## src/rtl/jsu_pkg.sv

```systemverilog
// package with the types and constants shared by the json string unescape unit
package jsu_pkg;

    // result kinds
    typedef enum logic [2:0] {
        K_DATA   = 3'd0,
        K_END    = 3'd1,
        K_UNTERM = 3'd2,
        K_BADESC = 3'd3,
        K_BADUNI = 3'd4
    } t_kind;

    // input request: one byte of the string body
    typedef struct packed {
        logic [7:0] data_byte;
        logic       closing_single;
    } t_in;

    // output request: one result
    typedef struct packed {
        logic [7:0] out_byte;
        logic [2:0] kind;
        logic       last;
    } t_out;

    localparam int unsigned MaxResults = 4;
    localparam int unsigned CntW       = 3;

    // the results caused by one input byte, handed from decoder to result buffer
    typedef struct packed {
        logic [CntW-1:0]             cnt;
        t_kind                       kind;
        logic [MaxResults-1:0][7:0]  bytes;
    } t_burst;

    // characters
    localparam logic [7:0] CH_BSLASH = 8'h5C;
    localparam logic [7:0] CH_DQUOTE = 8'h22;
    localparam logic [7:0] CH_SQUOTE = 8'h27;
    localparam logic [7:0] CH_SLASH  = 8'h2F;
    localparam logic [7:0] CH_B      = 8'h62;
    localparam logic [7:0] CH_T      = 8'h74;
    localparam logic [7:0] CH_N      = 8'h6E;
    localparam logic [7:0] CH_F      = 8'h66;
    localparam logic [7:0] CH_R      = 8'h72;
    localparam logic [7:0] CH_U      = 8'h75;

    // utf-8 and surrogate constants
    localparam logic [15:0] SURR_HI_LO  = 16'hD800;
    localparam logic [15:0] SURR_HI_TOP = 16'hDBFF;
    localparam logic [20:0] PLANE1      = 21'h10000;
    localparam logic [20:0] MAX1        = 21'h00007F;
    localparam logic [20:0] MAX2        = 21'h0007FF;
    localparam logic [20:0] MAX3        = 21'h00FFFF;
    localparam logic [7:0]  LEAD2       = 8'hC0;
    localparam logic [7:0]  LEAD3       = 8'hE0;
    localparam logic [7:0]  LEAD4       = 8'hF0;
    localparam logic [7:0]  CONT        = 8'h80;

endpackage

```

## src/rtl/jsu_decode.sv

```systemverilog
// escape decoder: phase state and utf-8 encoding of one byte into a burst of results
module jsu_decode (
    input  logic           i_clk,
    input  logic           i_rst_n,
    input  logic           i_take,
    input  jsu_pkg::t_in   i_req,
    output jsu_pkg::t_burst o_burst
);

    localparam int unsigned CntW_L = jsu_pkg::CntW;

    typedef enum logic [2:0] {
        PH_TEXT    = 3'd0,
        PH_ESC     = 3'd1,
        PH_HEX     = 3'd2,
        PH_PAIR_BS = 3'd3,
        PH_PAIR_U  = 3'd4
    } t_phase;

    t_phase      r_phase, n_phase;
    logic [1:0]  r_digits, n_digits;
    logic [15:0] r_hex, n_hex;
    logic [9:0]  r_high, n_high;
    logic        r_in_pair, n_in_pair;

    logic [7:0]  c;
    logic [7:0]  quote;
    logic        d_ok;
    logic [3:0]  d_val;
    logic [15:0] hex_new;
    logic [20:0] cp;
    logic [20:0] pair_cp;
    logic [CntW_L-1:0] u_cnt;
    logic [3:0][7:0]   u_bytes;

    assign c     = i_req.data_byte;
    assign quote = i_req.closing_single ? jsu_pkg::CH_SQUOTE : jsu_pkg::CH_DQUOTE;

    // hex digit in either case
    always_comb begin
        d_ok  = 1'b1;
        d_val = 4'd0;
        if (c >= 8'h30 && c <= 8'h39) begin
            d_val = 4'(c - 8'h30);
        end else if (c >= 8'h61 && c <= 8'h66) begin
            d_val = 4'(c - 8'h57);
        end else if (c >= 8'h41 && c <= 8'h46) begin
            d_val = 4'(c - 8'h37);
        end else begin
            d_ok = 1'b0;
        end
    end

    assign hex_new = {r_hex[11:0], d_val};
    assign pair_cp = jsu_pkg::PLANE1 + {1'b0, r_high, hex_new[9:0]};
    assign cp      = r_in_pair ? pair_cp : {5'd0, hex_new};

    // utf-8 encoding of the finished code point
    always_comb begin
        u_bytes = '0;
        if (cp <= jsu_pkg::MAX1) begin
            u_cnt      = CntW_L'(1);
            u_bytes[0] = cp[7:0];
        end else if (cp <= jsu_pkg::MAX2) begin
            u_cnt      = CntW_L'(2);
            u_bytes[0] = jsu_pkg::LEAD2 | {3'd0, cp[10:6]};
            u_bytes[1] = jsu_pkg::CONT | {2'd0, cp[5:0]};
        end else if (cp <= jsu_pkg::MAX3) begin
            u_cnt      = CntW_L'(3);
            u_bytes[0] = jsu_pkg::LEAD3 | {4'd0, cp[15:12]};
            u_bytes[1] = jsu_pkg::CONT | {2'd0, cp[11:6]};
            u_bytes[2] = jsu_pkg::CONT | {2'd0, cp[5:0]};
        end else begin
            u_cnt      = CntW_L'(4);
            u_bytes[0] = jsu_pkg::LEAD4 | {5'd0, cp[20:18]};
            u_bytes[1] = jsu_pkg::CONT | {2'd0, cp[17:12]};
            u_bytes[2] = jsu_pkg::CONT | {2'd0, cp[11:6]};
            u_bytes[3] = jsu_pkg::CONT | {2'd0, cp[5:0]};
        end
    end

    always_comb begin
        n_phase   = r_phase;
        n_digits  = r_digits;
        n_hex     = r_hex;
        n_high    = r_high;
        n_in_pair = r_in_pair;
        o_burst   = '0;
        o_burst.kind = jsu_pkg::K_DATA;

        case (r_phase)
            PH_ESC: begin
                n_phase = PH_TEXT;
                o_burst.cnt = CntW_L'(1);
                case (c)
                    jsu_pkg::CH_B: o_burst.bytes[0] = 8'h08;
                    jsu_pkg::CH_T: o_burst.bytes[0] = 8'h09;
                    jsu_pkg::CH_N: o_burst.bytes[0] = 8'h0A;
                    jsu_pkg::CH_F: o_burst.bytes[0] = 8'h0C;
                    jsu_pkg::CH_R: o_burst.bytes[0] = 8'h0D;
                    jsu_pkg::CH_DQUOTE, jsu_pkg::CH_SQUOTE,
                    jsu_pkg::CH_BSLASH, jsu_pkg::CH_SLASH: o_burst.bytes[0] = c;
                    jsu_pkg::CH_U: begin
                        o_burst.cnt = '0;
                        n_phase     = PH_HEX;
                        n_digits    = 2'd0;
                        n_hex       = '0;
                        n_in_pair   = 1'b0;
                    end
                    default: begin
                        o_burst.kind = jsu_pkg::K_BADESC;
                        n_digits  = 2'd0;
                        n_hex     = '0;
                        n_high    = '0;
                        n_in_pair = 1'b0;
                    end
                endcase
            end
            PH_HEX: begin
                if (!d_ok) begin
                    o_burst.cnt  = CntW_L'(1);
                    o_burst.kind = jsu_pkg::K_BADUNI;
                    n_phase   = PH_TEXT;
                    n_digits  = 2'd0;
                    n_hex     = '0;
                    n_high    = '0;
                    n_in_pair = 1'b0;
                end else if (r_digits != 2'd3) begin
                    n_hex    = hex_new;
                    n_digits = r_digits + 2'd1;
                end else if (!r_in_pair && hex_new >= jsu_pkg::SURR_HI_LO
                             && hex_new <= jsu_pkg::SURR_HI_TOP) begin
                    // high surrogate: wait for the second escape
                    n_high   = hex_new[9:0];
                    n_hex    = '0;
                    n_digits = 2'd0;
                    n_phase  = PH_PAIR_BS;
                end else begin
                    o_burst.cnt   = u_cnt;
                    o_burst.bytes = u_bytes;
                    n_phase   = PH_TEXT;
                    n_digits  = 2'd0;
                    n_hex     = '0;
                    n_high    = '0;
                    n_in_pair = 1'b0;
                end
            end
            PH_PAIR_BS, PH_PAIR_U: begin
                if (c != (r_phase == PH_PAIR_BS ? jsu_pkg::CH_BSLASH : jsu_pkg::CH_U)) begin
                    o_burst.cnt  = CntW_L'(1);
                    o_burst.kind = jsu_pkg::K_BADUNI;
                    n_phase   = PH_TEXT;
                    n_digits  = 2'd0;
                    n_hex     = '0;
                    n_high    = '0;
                    n_in_pair = 1'b0;
                end else if (r_phase == PH_PAIR_BS) begin
                    n_phase = PH_PAIR_U;
                end else begin
                    n_phase   = PH_HEX;
                    n_digits  = 2'd0;
                    n_hex     = '0;
                    n_in_pair = 1'b1;
                end
            end
            default: begin
                n_phase = PH_TEXT;
                if (c == 8'h00 || c == quote) begin
                    o_burst.cnt  = CntW_L'(1);
                    o_burst.kind = (c == 8'h00) ? jsu_pkg::K_UNTERM : jsu_pkg::K_END;
                    n_digits  = 2'd0;
                    n_hex     = '0;
                    n_high    = '0;
                    n_in_pair = 1'b0;
                end else if (c == jsu_pkg::CH_BSLASH) begin
                    n_phase = PH_ESC;
                end else begin
                    o_burst.cnt      = CntW_L'(1);
                    o_burst.bytes[0] = c;
                end
            end
        endcase
    end

    always_ff @(posedge i_clk) begin
        if (!i_rst_n) begin
            r_phase   <= PH_TEXT;
            r_digits  <= 2'd0;
            r_hex     <= '0;
            r_high    <= '0;
            r_in_pair <= 1'b0;
        end else if (i_take) begin
            r_phase   <= n_phase;
            r_digits  <= n_digits;
            r_hex     <= n_hex;
            r_high    <= n_high;
            r_in_pair <= n_in_pair;
        end
    end

    a_pair_in_hex: assert property (@(posedge i_clk) disable iff (!i_rst_n)
        r_in_pair |-> r_phase == PH_HEX)
        else $error("pair flag set outside hex phase");

    a_digits_idle: assert property (@(posedge i_clk) disable iff (!i_rst_n)
        r_phase != PH_HEX |-> r_digits == 2'd0)
        else $error("digit count left over outside hex phase");

endmodule

```

## src/rtl/jsu_burst.sv

```systemverilog
// result buffer: holds the burst for one input byte and sends it one result a cycle while the output does not stall
module jsu_burst (
    input  logic            i_clk,
    input  logic            i_rst_n,
    input  logic            i_load,
    input  jsu_pkg::t_burst i_burst,
    input  logic            i_out_stall,
    output logic            o_out_valid,
    output jsu_pkg::t_out   o_out_req,
    output logic            o_in_stall
);

    localparam int unsigned CntW = jsu_pkg::CntW;
    localparam int unsigned MaxR = jsu_pkg::MaxResults;

    logic [CntW-1:0]          r_cnt, n_cnt;
    jsu_pkg::t_kind           r_kind;
    logic [MaxR-1:0][7:0]     r_bytes;
    logic                     take;

    assign o_out_valid        = (r_cnt != '0);
    assign take               = o_out_valid && !i_out_stall;
    assign o_out_req.out_byte = r_bytes[0];
    assign o_out_req.kind     = r_kind;
    assign o_out_req.last     = (r_cnt == CntW'(1));

    // accept a new byte when the buffer is empty or its last result leaves now
    assign o_in_stall = (r_cnt > CntW'(1)) || ((r_cnt == CntW'(1)) && i_out_stall);

    always_comb begin
        n_cnt = r_cnt;
        if (i_load) begin
            n_cnt = i_burst.cnt;
        end else if (take) begin
            n_cnt = r_cnt - CntW'(1);
        end
    end

    always_ff @(posedge i_clk) begin
        if (!i_rst_n) begin
            r_cnt <= '0;
        end else begin
            r_cnt <= n_cnt;
        end
    end

    always_ff @(posedge i_clk) begin
        if (i_load) begin
            r_kind  <= i_burst.kind;
            r_bytes <= i_burst.bytes;
        end else if (take) begin
            r_bytes <= {8'h00, r_bytes[MaxR-1:1]};
        end
    end

    a_cnt_range: assert property (@(posedge i_clk) disable iff (!i_rst_n)
        r_cnt <= CntW'(MaxR))
        else $error("result count out of range");

    a_stop_single: assert property (@(posedge i_clk) disable iff (!i_rst_n)
        (o_out_valid && r_kind != jsu_pkg::K_DATA) |-> r_cnt == CntW'(1))
        else $error("end or error result not alone");

    a_load_safe: assert property (@(posedge i_clk) disable iff (!i_rst_n)
        i_load |-> (r_cnt == '0 || (r_cnt == CntW'(1) && !i_out_stall)))
        else $error("burst loaded over pending results");

endmodule

```

## src/rtl/json_string_unescape_utf8_unit.sv

```systemverilog
// top level of the json string unescape unit with utf-8 output
// results are registered: a result appears in the cycle after the byte that causes it is accepted
// throughput: one byte a cycle while each byte gives at most one result and the output does not stall;
//   a \u escape that completes a code point gives up to four bytes, one a cycle when not stalled,
//   and holds the input until its last byte leaves
// reset: synchronous, active low; clears the phase to normal text and empties the buffer
module json_string_unescape_utf8_unit (
    input  logic          i_clk,
    input  logic          i_rst_n,
    // input channel: one byte of the string body per request
    input  logic          i_in_valid,
    input  jsu_pkg::t_in  i_in_req,
    output logic          o_in_stall,
    // output channel: one result per request
    output logic          o_out_valid,
    output jsu_pkg::t_out o_out_req,
    input  logic          i_out_stall
);

    // byte accepted this cycle
    logic            take;
    // results caused by the accepted byte, straight from the decoder
    jsu_pkg::t_burst burst;

    assign take = i_in_valid && !o_in_stall;

    // phase, hex digits and surrogate state; decodes the byte into 0..4 results
    jsu_decode u_decode (
        .i_clk   (i_clk),
        .i_rst_n (i_rst_n),
        .i_take  (take),
        .i_req   (i_in_req),
        .o_burst (burst)
    );

    // result register; a byte with no result loads an empty burst
    jsu_burst u_burst (
        .i_clk       (i_clk),
        .i_rst_n     (i_rst_n),
        .i_load      (take),
        .i_burst     (burst),
        .i_out_stall (i_out_stall),
        .o_out_valid (o_out_valid),
        .o_out_req   (o_out_req),
        .o_in_stall  (o_in_stall)
    );

    // every result request is marked last exactly once per burst
    a_last_ends: assert property (@(posedge i_clk) disable iff (!i_rst_n)
        (o_out_valid && !i_out_stall && !o_out_req.last) |=> o_out_valid)
        else $error("burst ended without a last result");

endmodule

```

## config.mk

```make
export PLATFORM = sky130hd
export DESIGN_NAME = json_string_unescape_utf8_unit
export DESIGN_NICKNAME = d
export VERILOG_FILES = /design/src/rtl/jsu_pkg.sv /design/src/rtl/jsu_decode.sv /design/src/rtl/jsu_burst.sv /design/src/rtl/json_string_unescape_utf8_unit.sv
export SDC_FILE = /design/constraint.sdc
export NUM_CORES = 1
export LEC_CHECK = 0
export ABC_CLOCK_PERIOD_IN_PS = 4790
export BUFFER_PORTS_ARGS = -buffer_cell sky130_fd_sc_hd__buf_2
export CELL_PAD_IN_SITES_DETAIL_PLACEMENT = 0
export CELL_PAD_IN_SITES_GLOBAL_PLACEMENT = 1
export CORE_UTILIZATION = 46
export CTS_BUF_LIST = sky130_fd_sc_hd__clkbuf_16
export CTS_CLUSTER_SIZE = 10
export DETAILED_ROUTE_END_ITERATION = 10
export PLACE_DENSITY_LB_ADDON = 0.12
export SETUP_SLACK_MARGIN = 0.2
export SYNTH_ARGS = -nofsm -noshare
export SYNTH_HDL_FRONTEND = slang
export SYNTH_SLANG_ARGS = --single-unit
```

## constraint.sdc

```tcl
create_clock -name i_clk -period 4.79 [get_ports i_clk]
set_input_delay 0.479 -clock i_clk [delete_from_list [all_inputs] [get_ports i_clk]]
set_output_delay 0.479 -clock i_clk [all_outputs]
set_load 0.005 [all_outputs]
```

==> impl_metrics.csv <==
group,metric,value,unit
detailed_routing,first_pass_iters,6,
clock_tree,clk_pin_slew_worst_paths,0.06,ns
critical_path,timing.rr.start,"u_burst.r_cnt[1]",
critical_path,cp-start-kind,"register",
flow_run,drv_cap,0,
place,gp_congestion,0.952,
logic_synthesis,ys_types,63,
floorplanning,die_h,94.3,microns
floorplanning,die_area,8880,sq um
floorplanning,ios,27,
detailed_routing,drc,0,
status,status,"complete, no violations",
floorplanning,fp.coreArea,8220,sq um
floorplanning,initial_core_util,47.6,%
place,dp.final_hpwl,7.69,mm
timing,setup_tns,0,ns
critical_path,arrival,3.36,ns
power_and_ir_drop,leakagePower,1.58,nW
layout,syn_to_final_growth,11.5,%
clock_tree,cts_tree,"yes",
critical_path,startpoint,"u_burst.r_cnt[1]",
detailed_routing,wl_per_cell,18.6,microns
critical_path,path_max_fanout,32,
logic_synthesis,synth_edf_count,32,
floorplanning,die_w,94.3,microns
logic_synthesis,netlist_area,3920,sq um
critical_path,reg2reg_depth,9,
logic_synthesis,yosysWarnings,0,
layout,layout_commonest_cell,"nand2_1",
detailed_routing,ant_nets,0,
layout,drive_gt1_share,13.2,%
layout,layout_common_cells,"nand2_1 (81), a21oi_1 (36), o21ai_0 (35)",
detailed_routing,detail_route.wirelength,10.8,mm
critical_path,end_kind,"register",
power_and_ir_drop,clkPwrFrac,32.1,%
clock_tree,root_buffer,"clkbuf_16",
timing,max_freq,305,MHz
clock_tree,clk_latency,0.34,ns
logic_synthesis,synthArstFlopShare,0,%
clock_tree,clkSinkCount,63,
layout,fin_nets,493,
power_and_ir_drop,power.share.combinational,29.6,%
power_and_ir_drop,ir_drop,0.000254,V
power_and_ir_drop,p_int,0.00150,W
global_route,grt_pass1_vias,3139,
critical_path,endpoint,"u_burst.r_bytes[13]",
timing,hold_viol_final,0,
critical_path,required,4.87,ns
critical_path,path_class,"reg2reg",
critical_path,crit_chain,"inv_1 -> ha_1 -> nor2b_1 -> o21ai_0 -> or2_2 -> clkinv_1 -> nand3_1 -> a221oi_1 -> a21o_1",
timing,skew,0.00962,ns
logic_synthesis,syn_inst,463,
power_and_ir_drop,p_switching,0.000744,W
logic_synthesis,seq_area_frac_synth,40.4,%
power_and_ir_drop,powerDensity,515,nW/um^2
min_path,hold_class,"reg2reg",
power_and_ir_drop,switching_share,33.1,%
timing,rsz0062_at_grt,"no",
clock_tree,post_cts_buffers,0,
timing,fin_crit,3.27,ns
layout,antenna_cells,0,
global_route,antenna_found_initial,0,
global_route,grt_max_degree,33,
place,io_buffers,26,
detailed_routing,vias_per_cell,6.04,
timing,setup_viol,0,
logic_synthesis,synthesis.nets,485,
detailed_routing,num_vias,3508,
timing,maxSlewViolCount,0,
critical_path,r2r-end,"u_burst.r_bytes[13]",
global_route,track_usage,25.8,%
floorplanning,row_count,33,
logic_synthesis,ys.flop_type,"edfxtp_1",
critical_path,worst_path_max_delay_cell,"or2_2",
clock_tree,htreeDepth,3,
critical_path,r2r_setup_slack,1.52,ns
global_route,overflow,0,
timing,finalCritPeriodShare,68.3,%
global_route,grt_pass1_wl,17.2,mm
power_and_ir_drop,seqPwrFrac,38.3,%
layout,post-route-util,53.1,%
clock_tree,numCtsBuffers,9,
detailed_routing,drtIter0Drc,301,
logic_synthesis,synth_seq_cells,63,
clock_tree,cts_hold_buf,0,
clock_tree,cts_resized,0,
timing,max_slew_margin,36.1,%
timing,worstMarginPinSlew,0.954,ns
critical_path,critPathMaxStageDelay,0.60,ns
clock_tree,clockBufferDepth,2,
logic_synthesis,synth.avg_cell_area,8.46,sq um
synthesized netlist by cell type (2+ instances only):
master,n,area (sq um)
o211ai_1,5,37.5
a2bb2oi_1,2,17.5
ha_1,9,113
a211oi_1,4,30.0
nand3b_1,2,15.0
nand3_1,27,135
nand4_1,2,12.5
a21oi_1,36,180
buf_1,2,7.51
a21o_1,4,30.0
a22oi_1,6,45.0
buf_2,5,25.0
nor4bb_1,2,20.0
a21boi_0,2,15.0
nand2_1,81,304
buf_4,8,60.1
nor4b_1,3,26.3
inv_1,12,45.0
dfxtp_1,31,621
nor3b_1,2,15.0
xnor2_1,3,26.3
a221o_1,3,30.0
or4_1,2,15.0
o21ai_0,36,180
nor3_1,9,45.0
nor2b_1,6,37.5
nor2_1,25,93.8
mux2i_1,17,170
buf_6,2,22.5
edfxtp_1,32,961
clkbuf_1,17,63.8
and3_1,6,37.5
nand4bb_1,2,22.5
mux2_2,4,45.0
a221oi_1,4,35.0
and2_1,6,37.5
or2_2,2,12.5
nor4_1,5,31.3
nand2b_1,8,50.1
a31oi_1,4,25.0
or3_1,2,12.5
o21ai_1,2,10.0
cell families after synthesis:
group | Yosys count | share of synthesized area [%]
adders and majority gates | 9 | 2.88
muxes | 21 | 5.50
buffers and inverters | 48 | 5.91
DFF | 63 | 40.4
xor gates and xnor gates | 4 | 0.895
AOI/OAI and AO/OA | 118 | 18.4
and+or+nand+nor | 200 | 26.0
worst max-delay path: cells and delay by family (launching register included):
| kind | cells | cell delay [ns] |
|---|---|---|
| DFF | 1 | 0.36 |
| AOI/OAI and AO/OA | 3 | 0.47 |
| adders and majority gates | 1 | 0.20 |
| buffers and inverters | 2 | 0.68 |
| and+or+nand+nor | 3 | 1.30 |
state kept, by name, summed over array words and instances (netlist names):
name / flops
u_burst.o_out_req: 8
u_burst.r_bytes: 21
u_burst.r_cnt: 3
u_burst.r_kind: 3
u_decode.r_digits: 2
u_decode.r_hex: 12
u_decode.r_high: 10
u_decode.r_in_pair: 1
u_decode.r_phase: 3
stage by stage:
stage / hold WS [ns] / cells / worst slack (ns) / power (W) / instance area (sq um)
2_1_floorplan: 0.431 / 463 / 1.43 / 0.00137 / 3920
3_3_place_gp: 0.445 / 565 / 1.30 / 0.00153 / 4040
4_1_cts: 0.462 / 581 / 1.49 / 0.00226 / 4370
3_5_place_dp: 0.454 / 565 / 1.29 / 0.00154 / 4040
5_1_grt: 0.483 / 581 / 1.21 / 0.00239 / 4370
6_report: 0.464 / 581 / 1.52 / 0.00225 / 4370
cell type report:
type	instances	area, sq um
Inverter	14	52.6
Clock buffer	9	225
Sequential cell	63	1580
Fill cell	786	3850
Tap cell	105	131
Clock inverter	7	103
Multi-Input combinational cell	352	2110
Timing Repair Buffer	31	168
worst min-delay path by stage:
stage,startpoint,end,slack (ns),cells after the start
floorplan,u_decode.r_high[0],u_decode.r_high[0],0.43,2
global placement,u_decode.r_digits[1],u_decode.r_digits[1],0.45,2
detailed placement,u_decode.r_high[0],u_decode.r_high[0],0.45,2
CTS,u_decode.r_digits[1],u_decode.r_digits[1],0.46,2
global route,u_decode.r_high[0],u_decode.r_high[0],0.48,2
finish,u_decode.r_digits[1],u_decode.r_digits[1],0.46,2
per-layer routing:
layer | vias up | share of wire (%) | track usage, %
met3 | 19 | 7.2 | 5.02
met1 | 1656 | 45 | 36.7
li1 | 1692 | - | -
met4 | 0 | 1.5 | 6.79
met2 | 141 | 46 | 39.7
met5 | - | 0 | 0
power groups by stage:
stage	sequential (W)	clock (W)	combinational, W
finish	0.000861	0.000721	0.000665
global route	0.000877	0.000754	0.000755
CTS	0.000863	0.000730	0.000671
detailed placement	0.000872	0	0.000667
global placement	0.000868	0	0.000665
floorplan	0.000873	0	0.000498
No activity file was read; power rests on OpenSTA's default activity.
